## src/rtl/core/lirs_pkg.sv

```systemverilog
// lirs_pkg: shared widths, constants and sequencer states for the
// linear interpolation resampler. No dependencies; used by every file
// in rtl/core.
package lirs_pkg;

  localparam int SAMPLE_W   = 16;             // signed sample width
  localparam int FRAC_W     = 16;             // fraction bits of the read phase
  localparam int STEP_W     = 21;             // step register width
  localparam int PHASE_W    = STEP_W + 1;     // working phase, room for one advance
  localparam int DIFF_W     = SAMPLE_W + 1;   // cur - prev
  localparam int PROD_W     = DIFF_W + FRAC_W + 1;
  localparam int MAX_OUT    = 16;             // most results per input word
  localparam int CNT_W      = $clog2(MAX_OUT + 1);
  localparam int CFG_IDX_W  = 2;
  localparam int CFG_DATA_W = STEP_W;

  localparam logic [PHASE_W-1:0] PHASE_ONE  = PHASE_W'(1) << FRAC_W;
  localparam logic [STEP_W-1:0]  STEP_RESET = STEP_W'(1) << FRAC_W;
  localparam logic [CNT_W-1:0]   CNT_MAX    = CNT_W'(MAX_OUT);

  // register indexes of the configuration port
  localparam logic [CFG_IDX_W-1:0] CFG_BYPASS = 2'd0;
  localparam logic [CFG_IDX_W-1:0] CFG_STEP   = 2'd1;

  typedef enum logic [1:0] {
    S_IDLE,   // waiting for an input word
    S_MUL,    // shared multiplier takes diff * frac
    S_ADD,    // add to previous sample, load output register
    S_OUT     // result word offered downstream
  } lirs_state_t;

endpackage

```

## src/rtl/core/lirs_interp_unit.sv

```systemverilog
// lirs_interp_unit: the shared multiply unit of the resampler.
// Registers diff * frac, then forms base + floor(product / 2^FRAC_W).
// Depends on lirs_pkg.
module lirs_interp_unit (
  input  logic                                 clk,
  input  logic                                 load,
  input  logic signed [lirs_pkg::DIFF_W-1:0]   diff_i,
  input  logic        [lirs_pkg::FRAC_W-1:0]   frac_i,
  input  logic signed [lirs_pkg::SAMPLE_W-1:0] base_i,
  output logic signed [lirs_pkg::SAMPLE_W-1:0] val_o
);
  import lirs_pkg::*;

  logic signed [PROD_W-1:0] prod_r;
  logic signed [PROD_W-1:0] prod_nxt;
  logic signed [DIFF_W-1:0] step_s;
  logic signed [DIFF_W-1:0] sum_s;

  // fraction is unsigned, so it goes in with a zero sign bit
  assign prod_nxt = PROD_W'(diff_i) * PROD_W'($signed({1'b0, frac_i}));

  always_ff @(posedge clk) begin
    if (load) begin
      prod_r <= prod_nxt;
    end
  end

  // arithmetic shift by taking the upper bits gives floor rounding
  assign step_s = prod_r[FRAC_W +: DIFF_W];
  assign sum_s  = DIFF_W'(base_i) + step_s;
  // the result lies between prev and cur, so it fits the sample width
  assign val_o  = sum_s[SAMPLE_W-1:0];

endmodule

```

## src/rtl/core/linear_interpolation_resampler_unit.sv

```systemverilog
// linear_interpolation_resampler_unit: top level of the mono linear
// interpolation sample rate converter. Depends on lirs_pkg and
// lirs_interp_unit.
//
// Usage:
//   in_*  : one signed 16-bit source sample per word.
//   out_* : interpolated 16-bit samples; out_tlast marks the final result
//           that an input word produces (zero to sixteen results per word).
//   cfg_* : bypass (index 0) and step_q16 (index 1, unsigned Q5.16 source
//           over target rate); write only while the block is idle.
// Sequence: an input word is taken in S_IDLE; each result then passes the
//   shared multiplier through S_MUL (multiply), S_ADD (add) and S_OUT
//   (present), and S_OUT waits while out_tready is held low. The first
//   sample after reset and a word whose phase has already reached one are
//   taken in S_IDLE alone and give no result. Bypass goes from S_IDLE
//   straight to S_OUT and gives one result.
// in_tready is high only while no word is in work, so one word is handled
//   at a time. When the receiver stalls, the result stays in the output
//   register and the sequencer waits. Reset (synchronous, active low) clears
//   the phase, previous sample and state, and the config registers to defaults.
module linear_interpolation_resampler_unit (
  input  logic                                   clk,
  input  logic                                   rst_n,
  // in_tdata: [15:0] in_sample
  input  logic                                   in_tvalid,
  output logic                                   in_tready,
  input  logic [15:0]                            in_tdata,
  // out_tdata: [15:0] out_sample
  output logic                                   out_tvalid,
  input  logic                                   out_tready,
  output logic [15:0]                            out_tdata,
  output logic                                   out_tlast,
  input  logic                                   cfg_we,
  input  logic [lirs_pkg::CFG_IDX_W-1:0]         cfg_index,
  input  logic [lirs_pkg::CFG_DATA_W-1:0]        cfg_data
);
  import lirs_pkg::*;

  lirs_state_t state_r, state_nxt;

  logic                       bypass_r;
  logic [STEP_W-1:0]          step_r;
  logic                       have_prev_r, have_prev_nxt;
  logic [PHASE_W-1:0]         phase_r, phase_nxt;
  logic [CNT_W-1:0]           cnt_r, cnt_nxt;
  logic                       byp_r, byp_nxt;
  logic signed [SAMPLE_W-1:0] prev_r, prev_nxt;
  logic signed [SAMPLE_W-1:0] cur_r, cur_nxt;
  logic signed [DIFF_W-1:0]   diff_r, diff_nxt;
  logic [SAMPLE_W-1:0]        out_data_r, out_data_nxt;
  logic                       out_last_r, out_last_nxt;

  logic                       in_acc, out_acc;
  logic                       mul_load;
  logic signed [SAMPLE_W-1:0] in_sample_s;
  logic signed [SAMPLE_W-1:0] interp_val;
  logic                       phase_ge_one;
  logic [PHASE_W-1:0]         phase_wrapped;

  assign in_sample_s   = $signed(in_tdata);
  assign in_acc        = in_tvalid && in_tready;
  assign out_acc       = out_tvalid && out_tready;
  assign phase_ge_one  = (phase_r >= PHASE_ONE);
  assign phase_wrapped = phase_ge_one ? (phase_r - PHASE_ONE) : '0;

  lirs_interp_unit u_interp (
    .clk    (clk),
    .load   (mul_load),
    .diff_i (diff_r),
    .frac_i (phase_r[FRAC_W-1:0]),
    .base_i (prev_r),
    .val_o  (interp_val)
  );

  // configuration registers
  always_ff @(posedge clk) begin
    if (!rst_n) begin
      bypass_r <= 1'b0;
      step_r   <= STEP_RESET;
    end else if (cfg_we) begin
      unique case (cfg_index)
        CFG_BYPASS: bypass_r <= cfg_data[0];
        CFG_STEP:   step_r   <= cfg_data;
        default: ;
      endcase
    end
  end

  // next state
  always_comb begin
    state_nxt = state_r;
    unique case (state_r)
      S_IDLE: begin
        if (in_acc) begin
          if (bypass_r) begin
            state_nxt = S_OUT;
          end else if (have_prev_r && !phase_ge_one) begin
            state_nxt = S_MUL;
          end
        end
      end
      S_MUL: state_nxt = S_ADD;
      S_ADD: state_nxt = S_OUT;
      S_OUT: begin
        if (out_tready) begin
          state_nxt = out_last_r ? S_IDLE : S_MUL;
        end
      end
      default: state_nxt = S_IDLE;
    endcase
  end

  // outputs and datapath updates
  always_comb begin
    in_tready     = (state_r == S_IDLE);
    out_tvalid    = (state_r == S_OUT);
    mul_load      = (state_r == S_MUL);
    have_prev_nxt = have_prev_r;
    phase_nxt     = phase_r;
    cnt_nxt       = cnt_r;
    byp_nxt       = byp_r;
    prev_nxt      = prev_r;
    cur_nxt       = cur_r;
    diff_nxt      = diff_r;
    out_data_nxt  = out_data_r;
    out_last_nxt  = out_last_r;
    unique case (state_r)
      S_IDLE: begin
        if (in_acc) begin
          byp_nxt = bypass_r;
          cnt_nxt = '0;
          cur_nxt = in_sample_s;
          if (bypass_r) begin
            out_data_nxt = in_tdata;
            out_last_nxt = 1'b1;
          end else if (!have_prev_r) begin
            prev_nxt      = in_sample_s;
            have_prev_nxt = 1'b1;
            phase_nxt     = '0;
          end else if (phase_ge_one) begin
            // source word skipped: no result
            phase_nxt = phase_r - PHASE_ONE;
            prev_nxt  = in_sample_s;
          end else begin
            diff_nxt = DIFF_W'(in_sample_s) - DIFF_W'(prev_r);
          end
        end
      end
      S_MUL: begin
        // multiplier samples the current fraction; advance afterwards
        phase_nxt = phase_r + PHASE_W'(step_r);
        cnt_nxt   = cnt_r + CNT_W'(1);
      end
      S_ADD: begin
        out_data_nxt = interp_val;
        out_last_nxt = phase_ge_one || (cnt_r == CNT_MAX);
      end
      S_OUT: begin
        if (out_tready && out_last_r && !byp_r) begin
          phase_nxt = phase_wrapped;
          prev_nxt  = cur_r;
        end
      end
      default: ;
    endcase
  end

  always_ff @(posedge clk) begin
    if (!rst_n) begin
      state_r     <= S_IDLE;
      have_prev_r <= 1'b0;
      phase_r     <= '0;
      prev_r      <= '0;
      cnt_r       <= '0;
      byp_r       <= 1'b0;
    end else begin
      state_r     <= state_nxt;
      have_prev_r <= have_prev_nxt;
      phase_r     <= phase_nxt;
      prev_r      <= prev_nxt;
      cnt_r       <= cnt_nxt;
      byp_r       <= byp_nxt;
    end
  end

  always_ff @(posedge clk) begin
    cur_r      <= cur_nxt;
    diff_r     <= diff_nxt;
    out_data_r <= out_data_nxt;
    out_last_r <= out_last_nxt;
  end

  assign out_tdata = out_data_r;
  assign out_tlast = out_last_r;

  // no new word is taken while a result word waits downstream
  a_no_accept_while_pending: assert property (
    @(posedge clk) disable iff (!rst_n) in_acc |-> !out_tvalid)
    else $error("input word accepted while a result is pending");

  // result count never passes the per-word limit
  a_cnt_bound: assert property (
    @(posedge clk) disable iff (!rst_n) cnt_r <= CNT_MAX)
    else $error("result count above limit");

  // a non-final interpolated result leaves the phase below one
  a_phase_continue: assert property (
    @(posedge clk) disable iff (!rst_n)
    (out_tvalid && !out_tlast && !byp_r) |-> (phase_r < PHASE_ONE))
    else $error("loop continues with phase at or above one");

  // after the final result the block is ready for the next word
  a_ready_after_last: assert property (
    @(posedge clk) disable iff (!rst_n) (out_acc && out_tlast) |=> in_tready)
    else $error("not ready after final result word");

  // the multiplier only ever sees a fraction below one
  a_frac_below_one: assert property (
    @(posedge clk) disable iff (!rst_n) mul_load |-> !phase_ge_one)
    else $error("multiplier loaded with phase at or above one");

endmodule

```

## config.mk

```make
export PLATFORM = sky130hd
export DESIGN_NAME = linear_interpolation_resampler_unit
export DESIGN_NICKNAME = d
export VERILOG_FILES = /design/src/rtl/core/lirs_pkg.sv /design/src/rtl/core/lirs_interp_unit.sv /design/src/rtl/core/linear_interpolation_resampler_unit.sv
export SDC_FILE = /design/constraint.sdc
export NUM_CORES = 1
export LEC_CHECK = 0
export ABC_AREA = 1
export CAP_MARGIN = 5
export CORE_MARGIN = 5
export CORE_UTILIZATION = 39
export CTS_BUF_LIST = sky130_fd_sc_hd__clkbuf_16
export CTS_CLUSTER_DIAMETER = 120
export DETAILED_ROUTE_END_ITERATION = 8
export DONT_BUFFER_PORTS = 1
export GPL_TIMING_DRIVEN = 0
export PLACE_DENSITY = 0.53
export SYNTH_ARGS = -nofsm -noshare
export SYNTH_HDL_FRONTEND = slang
export SYNTH_SLANG_ARGS = --single-unit
```

## constraint.sdc

```tcl
create_clock -name clk -period 7.7 [get_ports clk]
set_input_delay 1.54 -clock clk [delete_from_list [all_inputs] [get_ports clk]]
set_output_delay 1.54 -clock clk [all_outputs]
set_load 0.01 [all_outputs]
```

* Word-level counts from Yosys, hierarchy flattened
Cells that the tools add are included.
Word-level totals: bits in registers 151, input bits 44, logic and storage cells 84
Operators by class: add/sub/neg operators 5, $mul 1, magnitude comparators 1, eq/ne operators 12, muxes and demuxes 27, bitwise operators 2, reductions and logical operators 23
Operators by type and width (count):
- two-way mux 22 bit | 6
- two-way mux 16 bit | 7
- case mux 22 bit (3 select lines) | 1
- case mux 16 bit (2 select lines) | 2
- multiplier 17 x 17 -> 32 bit | 1
- adder 22 x 21 -> 22 bit | 1
- >= comparator 22 x 17 -> 1 bit, second input constant | 1
- subtractor 22 x 17 -> 22 bit, second input constant | 1
- subtractor 16 x 16 -> 17 bit | 1
- adder 16 bit | 1
- AND reduction 5 bit | 3
- case mux 5 bit (2 select lines) | 1
- AND reduction 3 bit | 3
- two-way mux 2 bit | 4
- != test 2 x 1 -> 1 bit, second input constant | 4
- case mux 2 bit (4 select lines) | 1
- AND reduction 2 bit | 4
- nonzero test 2 bit | 3
- adder 5 x 1 -> 5 bit, second input constant | 1
- equality test 5 bit, second input constant | 1
- two-way mux 5 bit | 1
- equality test 2 x 1 -> 1 bit, second input constant | 2
- equality test 2 bit, second input constant | 2
- logical AND 1 bit | 4
- other kinds (10) | 15

* Logic depth before layout (Yosys ltp)
depth after elaboration 7, depth in mapped cells 28, mapped depth without buffers 26

* Cells and area by module
Synthesis repeated with hierarchy kept, for this count alone.
Second synthesis, totals: cells, all modules 2591, area total of the unflattened synthesis 19210.9 um^2
By module, submodules not included:
- lirs_interp_unit | instances 1, cells an instance 1599, area an instance 12011.5 um^2
- linear_interpolation_resampler_unit | instances 1, cells an instance 992, area an instance 7199.4 um^2

* Worst setup path after synthesis
OpenSTA, ideal clock, no wires.
kind register to register, from register diff_r[16], to register u_interp.prod_r[31], data pin, library setup time 0.252 ns, arrival time 5.463 ns, data required time 7.448 ns, setup slack 1.984 ns, cell stages (with the launch flop) 25, buffers on the path 2, period minus slack after synthesis 5.716 ns, cell sequence edfxtp_1 > clkbuf_1 > clkbuf_1 > nand2_1 > fa_1 > fa_1 > inv_1 > fa_1 > inv_1 > fa_1 > inv_1 > fa_1 > inv_1 > fa_1 > inv_1 > ha_1 > inv_1 > nor3_1 > nand2_1 > nor2_1 > nand2_1 > nand3_1 > inv_1 > nand2_1 > nand2_1
Between the ends: cells in the longest elaborated chain, start to end 1
Ends and longest elaborated chain:
- start: declaration | line linear_interpolation_resampler_unit.sv:49 | logic signed [DIFF_W-1:0] diff_r, diff_nxt;
- start signal: assignment | line linear_interpolation_resampler_unit.sv:188 | diff_r <= diff_nxt;
- multiplier 17 x 17 -> 32 bit | line lirs_interp_unit.sv:20 | assign prod_nxt = PROD_W'(diff_i) * PROD_W'($signed({1'b0, frac_i}));
- net u_interp.prod_nxt[31] | line lirs_interp_unit.sv:15 | logic signed [PROD_W-1:0] prod_nxt;
- end signal: assignment | line lirs_interp_unit.sv:24 | prod_r <= prod_nxt;
- end: declaration | line lirs_interp_unit.sv:14 | logic signed [PROD_W-1:0] prod_r;
The timed path passes the listed nets, and every way through them passes these cells. A chain may end at the register's enable or synchronous reset.

* Worst setup path in the final report
from register phase_r[7], to register u_interp.prod_r[31], data pin
Between the ends: cells in the longest elaborated chain, start to end 1
Ends and longest elaborated chain:
- start: declaration | line linear_interpolation_resampler_unit.sv:44 | logic [PHASE_W-1:0] phase_r, phase_nxt;
- start signal: assignment | line linear_interpolation_resampler_unit.sv:179 | phase_r <= phase_nxt;
- multiplier 17 x 17 -> 32 bit | line lirs_interp_unit.sv:20
- net u_interp.prod_nxt[31] | line lirs_interp_unit.sv:15
The timed path passes the listed nets, and every way through them passes these cells.

==> summary.md <==
| Metric | Value |
|---|---|
| Outcome | finished, final reports clean |
| Share of cells above drive strength 1 | 3.67% |
| FF-to-FF path depth | 24 |
| Place WS | 0.593 ns |
| IO Pins | 63 |
| Pin count of the biggest net entering global routing | 20 |
| First-pass GRT wire length | 91900 µm |
| RR Startpoint | phase_r[7] |
| Critical Path RT | 7.85 ns |
| Synth Warn # | 0 |
| Hold Path Stages | 2 |
| Fin nets | 3056 |
| Root buf cell | clkbuf_16 |
| Port buffer count | 0 |
| Crit Path Max Fanout | 10 |
| RSZ-0062 raised after global routing | false |
| Setup tns final | 0 ns |
| Syn_nets | 3035 |
| Slew Limit Fails | 0 |
| FP Rows | 81 |
| Worst-Skew Late Latency | 0.45 ns |
| Post-Layout Inst Area | 20800 µm² |
| PostCTS Resize Cnt | 0 |
| Max-Cap Viols | 0 |
| Hold WC Path Type | reg2reg |
| Core box area | 49100 µm² |
| Antenna Nets Post-Route | 0 |
| Wire per inst | 17.4 µm |
| Slew @ Worst Pin | 1.02 ns |
| Worst Min Path Start | byp_r |
| Cell variety after synth | 49 |
| Final Cycle Share | 93.0% |
| Highest Clock Rate | 140 MHz |
| Clock sinks | 135 |
| Max VDD drop | 0.143 mV |
| CTS buffer count | 17 |
| Hold_buf cts | 0 |
| Die H | 233 µm |
| Ant diodes | 0 |
| P per Cell Area | 184 nW/µm² |
| WS Path Type | reg2reg |
| Final hold vios | 0 |
| Post-Syn Area | 19300 µm² |
| Drt total wl | 57000 µm |
| Final GP Congestion | 0.933 |
| Post-Syn Instances | 2582 |
| Final Skew | 0.0142 ns |
| CTS tree | yes |
| Share of flip-flops with an asynchronous set or reset after synthesis | 0% |
| Initial core utilization | 39.4% |
| Register area | 3360 µm² |
| Synth top area share | 27.7% |
| Final setup vio count | 0 |
| Final HPWL DP | 48600 µm |
| Clock Tree Buf Depth | 2 |
| Filler instances | 5165 |
| Crit path time final | 7.16 ns |
| Endpoint class of the critical path | flop |
| Leak pwr | 0.0112 µW |
| # H-tree levels | 4 |
| Dpl cell area | 20200 µm² |
| Via count | 16000 |
| Critical Path Start Type | flop |
| Post-synth EDFFs | 66 |
| Setup Fix Bufs, Post-CTS | 0 |
| Slew HR | 32.3% |
| Drt first pass iters | 8 |
| Die width | 233 µm |
| Arr. time, crit path | 7.31 ns |
| Layout area overhead | 7.45% |
| Initial DRC count | 947 |
| Dominant synthesized flop cell | dfxtp_1 |
| Top post-synthesis cells by area | fa_1 (28%), nand2_1 (13%), inv_1 (13%), edfxtp_1 (10%), ha_1 (9.1%) |
| Residual DRC | 0 |
| Dominant cell type by area after synthesis | fa_1 |
| Worst R2R End | u_interp.prod_r[31] |
| Syn_area_per_cell | 7.49 µm² |
| Seq cells post-synth | 135 |
| Vias in the first global route | 16800 |
| Area of the multi-input gates | 13100 µm² |
| Reg2reg setup slack | 0.54 ns |
| Final worst slack | 0.537 ns |
| Initial antenna violation count | 3 |
| Sequential fraction of the synthesis area | 17.4% |
| Gr ovfl total | 0 |
| Tot GR Track Use | 21.8% |
| Die ar. | 54200 µm² |
| Post-DR vias/cell | 4.89 |
| Worst-path clk slew | 0.07 ns |
| Min-Delay Endpoint | byp_r |
## worst max-delay path, stage by stage (launching register included)
cell	delay, ns
dfxtp_1	0.35
buf_2	0.33
buf_1	0.64
nand2_1	0.15
fa_1	0.53
fa_1	0.75
inv_1	0.25
fa_1	0.53
inv_1	0.05
fa_1	0.54
inv_1	0.05
fa_1	0.47
inv_1	0.07
fa_1	0.56
inv_1	0.05
ha_1	0.38
inv_1	0.09
nor3_1	0.26
nand2_1	0.11
nor2_1	0.11
nand2_1	0.06
nand3_1	0.20
inv_1	0.08
nand2_1	0.08
nand2_1	0.16
## worst max path at each step
| stage | from | to | slack (ns) | cells after the start |
|---|---|---|---|---|
| after floorplan | diff_r[16] | u_interp.prod_r[31] | 1.98 | 24 |
| after global placement | phase_r[7] | u_interp.prod_r[31] | 0.62 | 24 |
| after detailed placement | phase_r[7] | u_interp.prod_r[31] | 0.59 | 24 |
| after CTS | phase_r[7] | u_interp.prod_r[31] | 0.55 | 24 |
| after global routing | phase_r[7] | u_interp.prod_r[31] | 0.21 | 24 |
| final | phase_r[7] | u_interp.prod_r[31] | 0.54 | 24 |
## power breakdown
| group | internal (µW) | total (µW) | switching [µW] |
|---|---|---|---|
| Combinational | 640 | 1900 | 1250 |
| Clock | 476 | 818 | 342 |
| Sequential | 986 | 1100 | 116 |
## sequential cells by signal, indices dropped and copies added (netlist names)
| signal | count |
|---|---|
| out_tdata | 16 |
| state_r | 2 |
| cnt_r | 5 |
| phase_r | 22 |
| u_interp.prod_r | 16 |
| bypass_r | 1 |
| prev_r | 16 |
| byp_r | 1 |
| out_tlast | 1 |
| cur_r | 16 |
| have_prev_r | 1 |
| step_r | 21 |
| diff_r | 17 |
## final cells by class
type | instances | share of cell area [%]
Inverter | 652 | 11.8
Sequential cell | 135 | 16.2
Buffer | 89 | 1.90
Tap cell | 664 | 4.00
Clock buffer | 17 | 2.05
Multi-Input combinational cell | 1706 | 63.3
Clock inverter | 15 | 0.740
Timing Repair Buffer | 2 | 0.108
## per-stage QoR
step           hold slack, ns  utilization (%)  total power, µW  cells
2_1_floorplan           0.433                -             2460   2582
3_3_place_gp            0.448             41.1             2980   3246
3_5_place_dp            0.461             41.2             3000   3248
4_1_cts                 0.470             42.4             3840   3280
5_1_grt                 0.503             42.4             4100   3280
6_report                0.473             42.4             3820   3280
## layer usage
layer | wire [µm] | GRT usage (%)
met1 | 26300 | 30.3
met2 | 26300 | 36.2
met3 | 2990 | 2.70
met4 | 1310 | 5.69
met5 | 0 | 0
## cell usage after synthesis (4+ instances only)
library cell	number
clkbuf_1	57
o21bai_1	8
edfxtp_1	66
buf_6	5
xnor2_1	22
nor2_1	174
ha_1	141
fa_1	268
buf_1	9
xor2_1	24
a21oi_2	14
dfxtp_1	69
a21oi_1	109
or2_2	5
nand2_1	656
a31oi_1	4
nand3_1	90
inv_2	4
o21a_1	19
buf_2	18
o21ai_1	7
nand4_1	25
a21o_1	12
nor3_1	14
o21ai_0	70
inv_1	648
nand3b_1	5
o31ai_1	4
## layout by cell type, fill, tap and decap left out, drive strengths merged, types with 27 or more instances in the layout
| cell | count |
|---|---|
| a21oi | 123 |
| buf | 34 |
| clkbuf | 74 |
| dfxtp | 69 |
| edfxtp | 66 |
| fa | 268 |
| ha | 141 |
| inv | 654 |
| nand2 | 659 |
| nand3 | 93 |
| nand4 | 27 |
| nor2 | 177 |
| o21ai | 77 |
## logic make-up after synthesis
| kind of cell | Yosys count | share of synthesized area (%) |
|---|---|---|
| adders and majority gates | 409 | 36.9 |
| and+or+nand+nor | 992 | 21.3 |
| xor gates and xnor gates | 46 | 2.08 |
| AOI/OAI and AO/OA | 259 | 7.72 |
| buffers and inverters | 741 | 14.7 |
| DFF | 135 | 17.4 |
No activity file was read; power rests on OpenSTA's default activity.
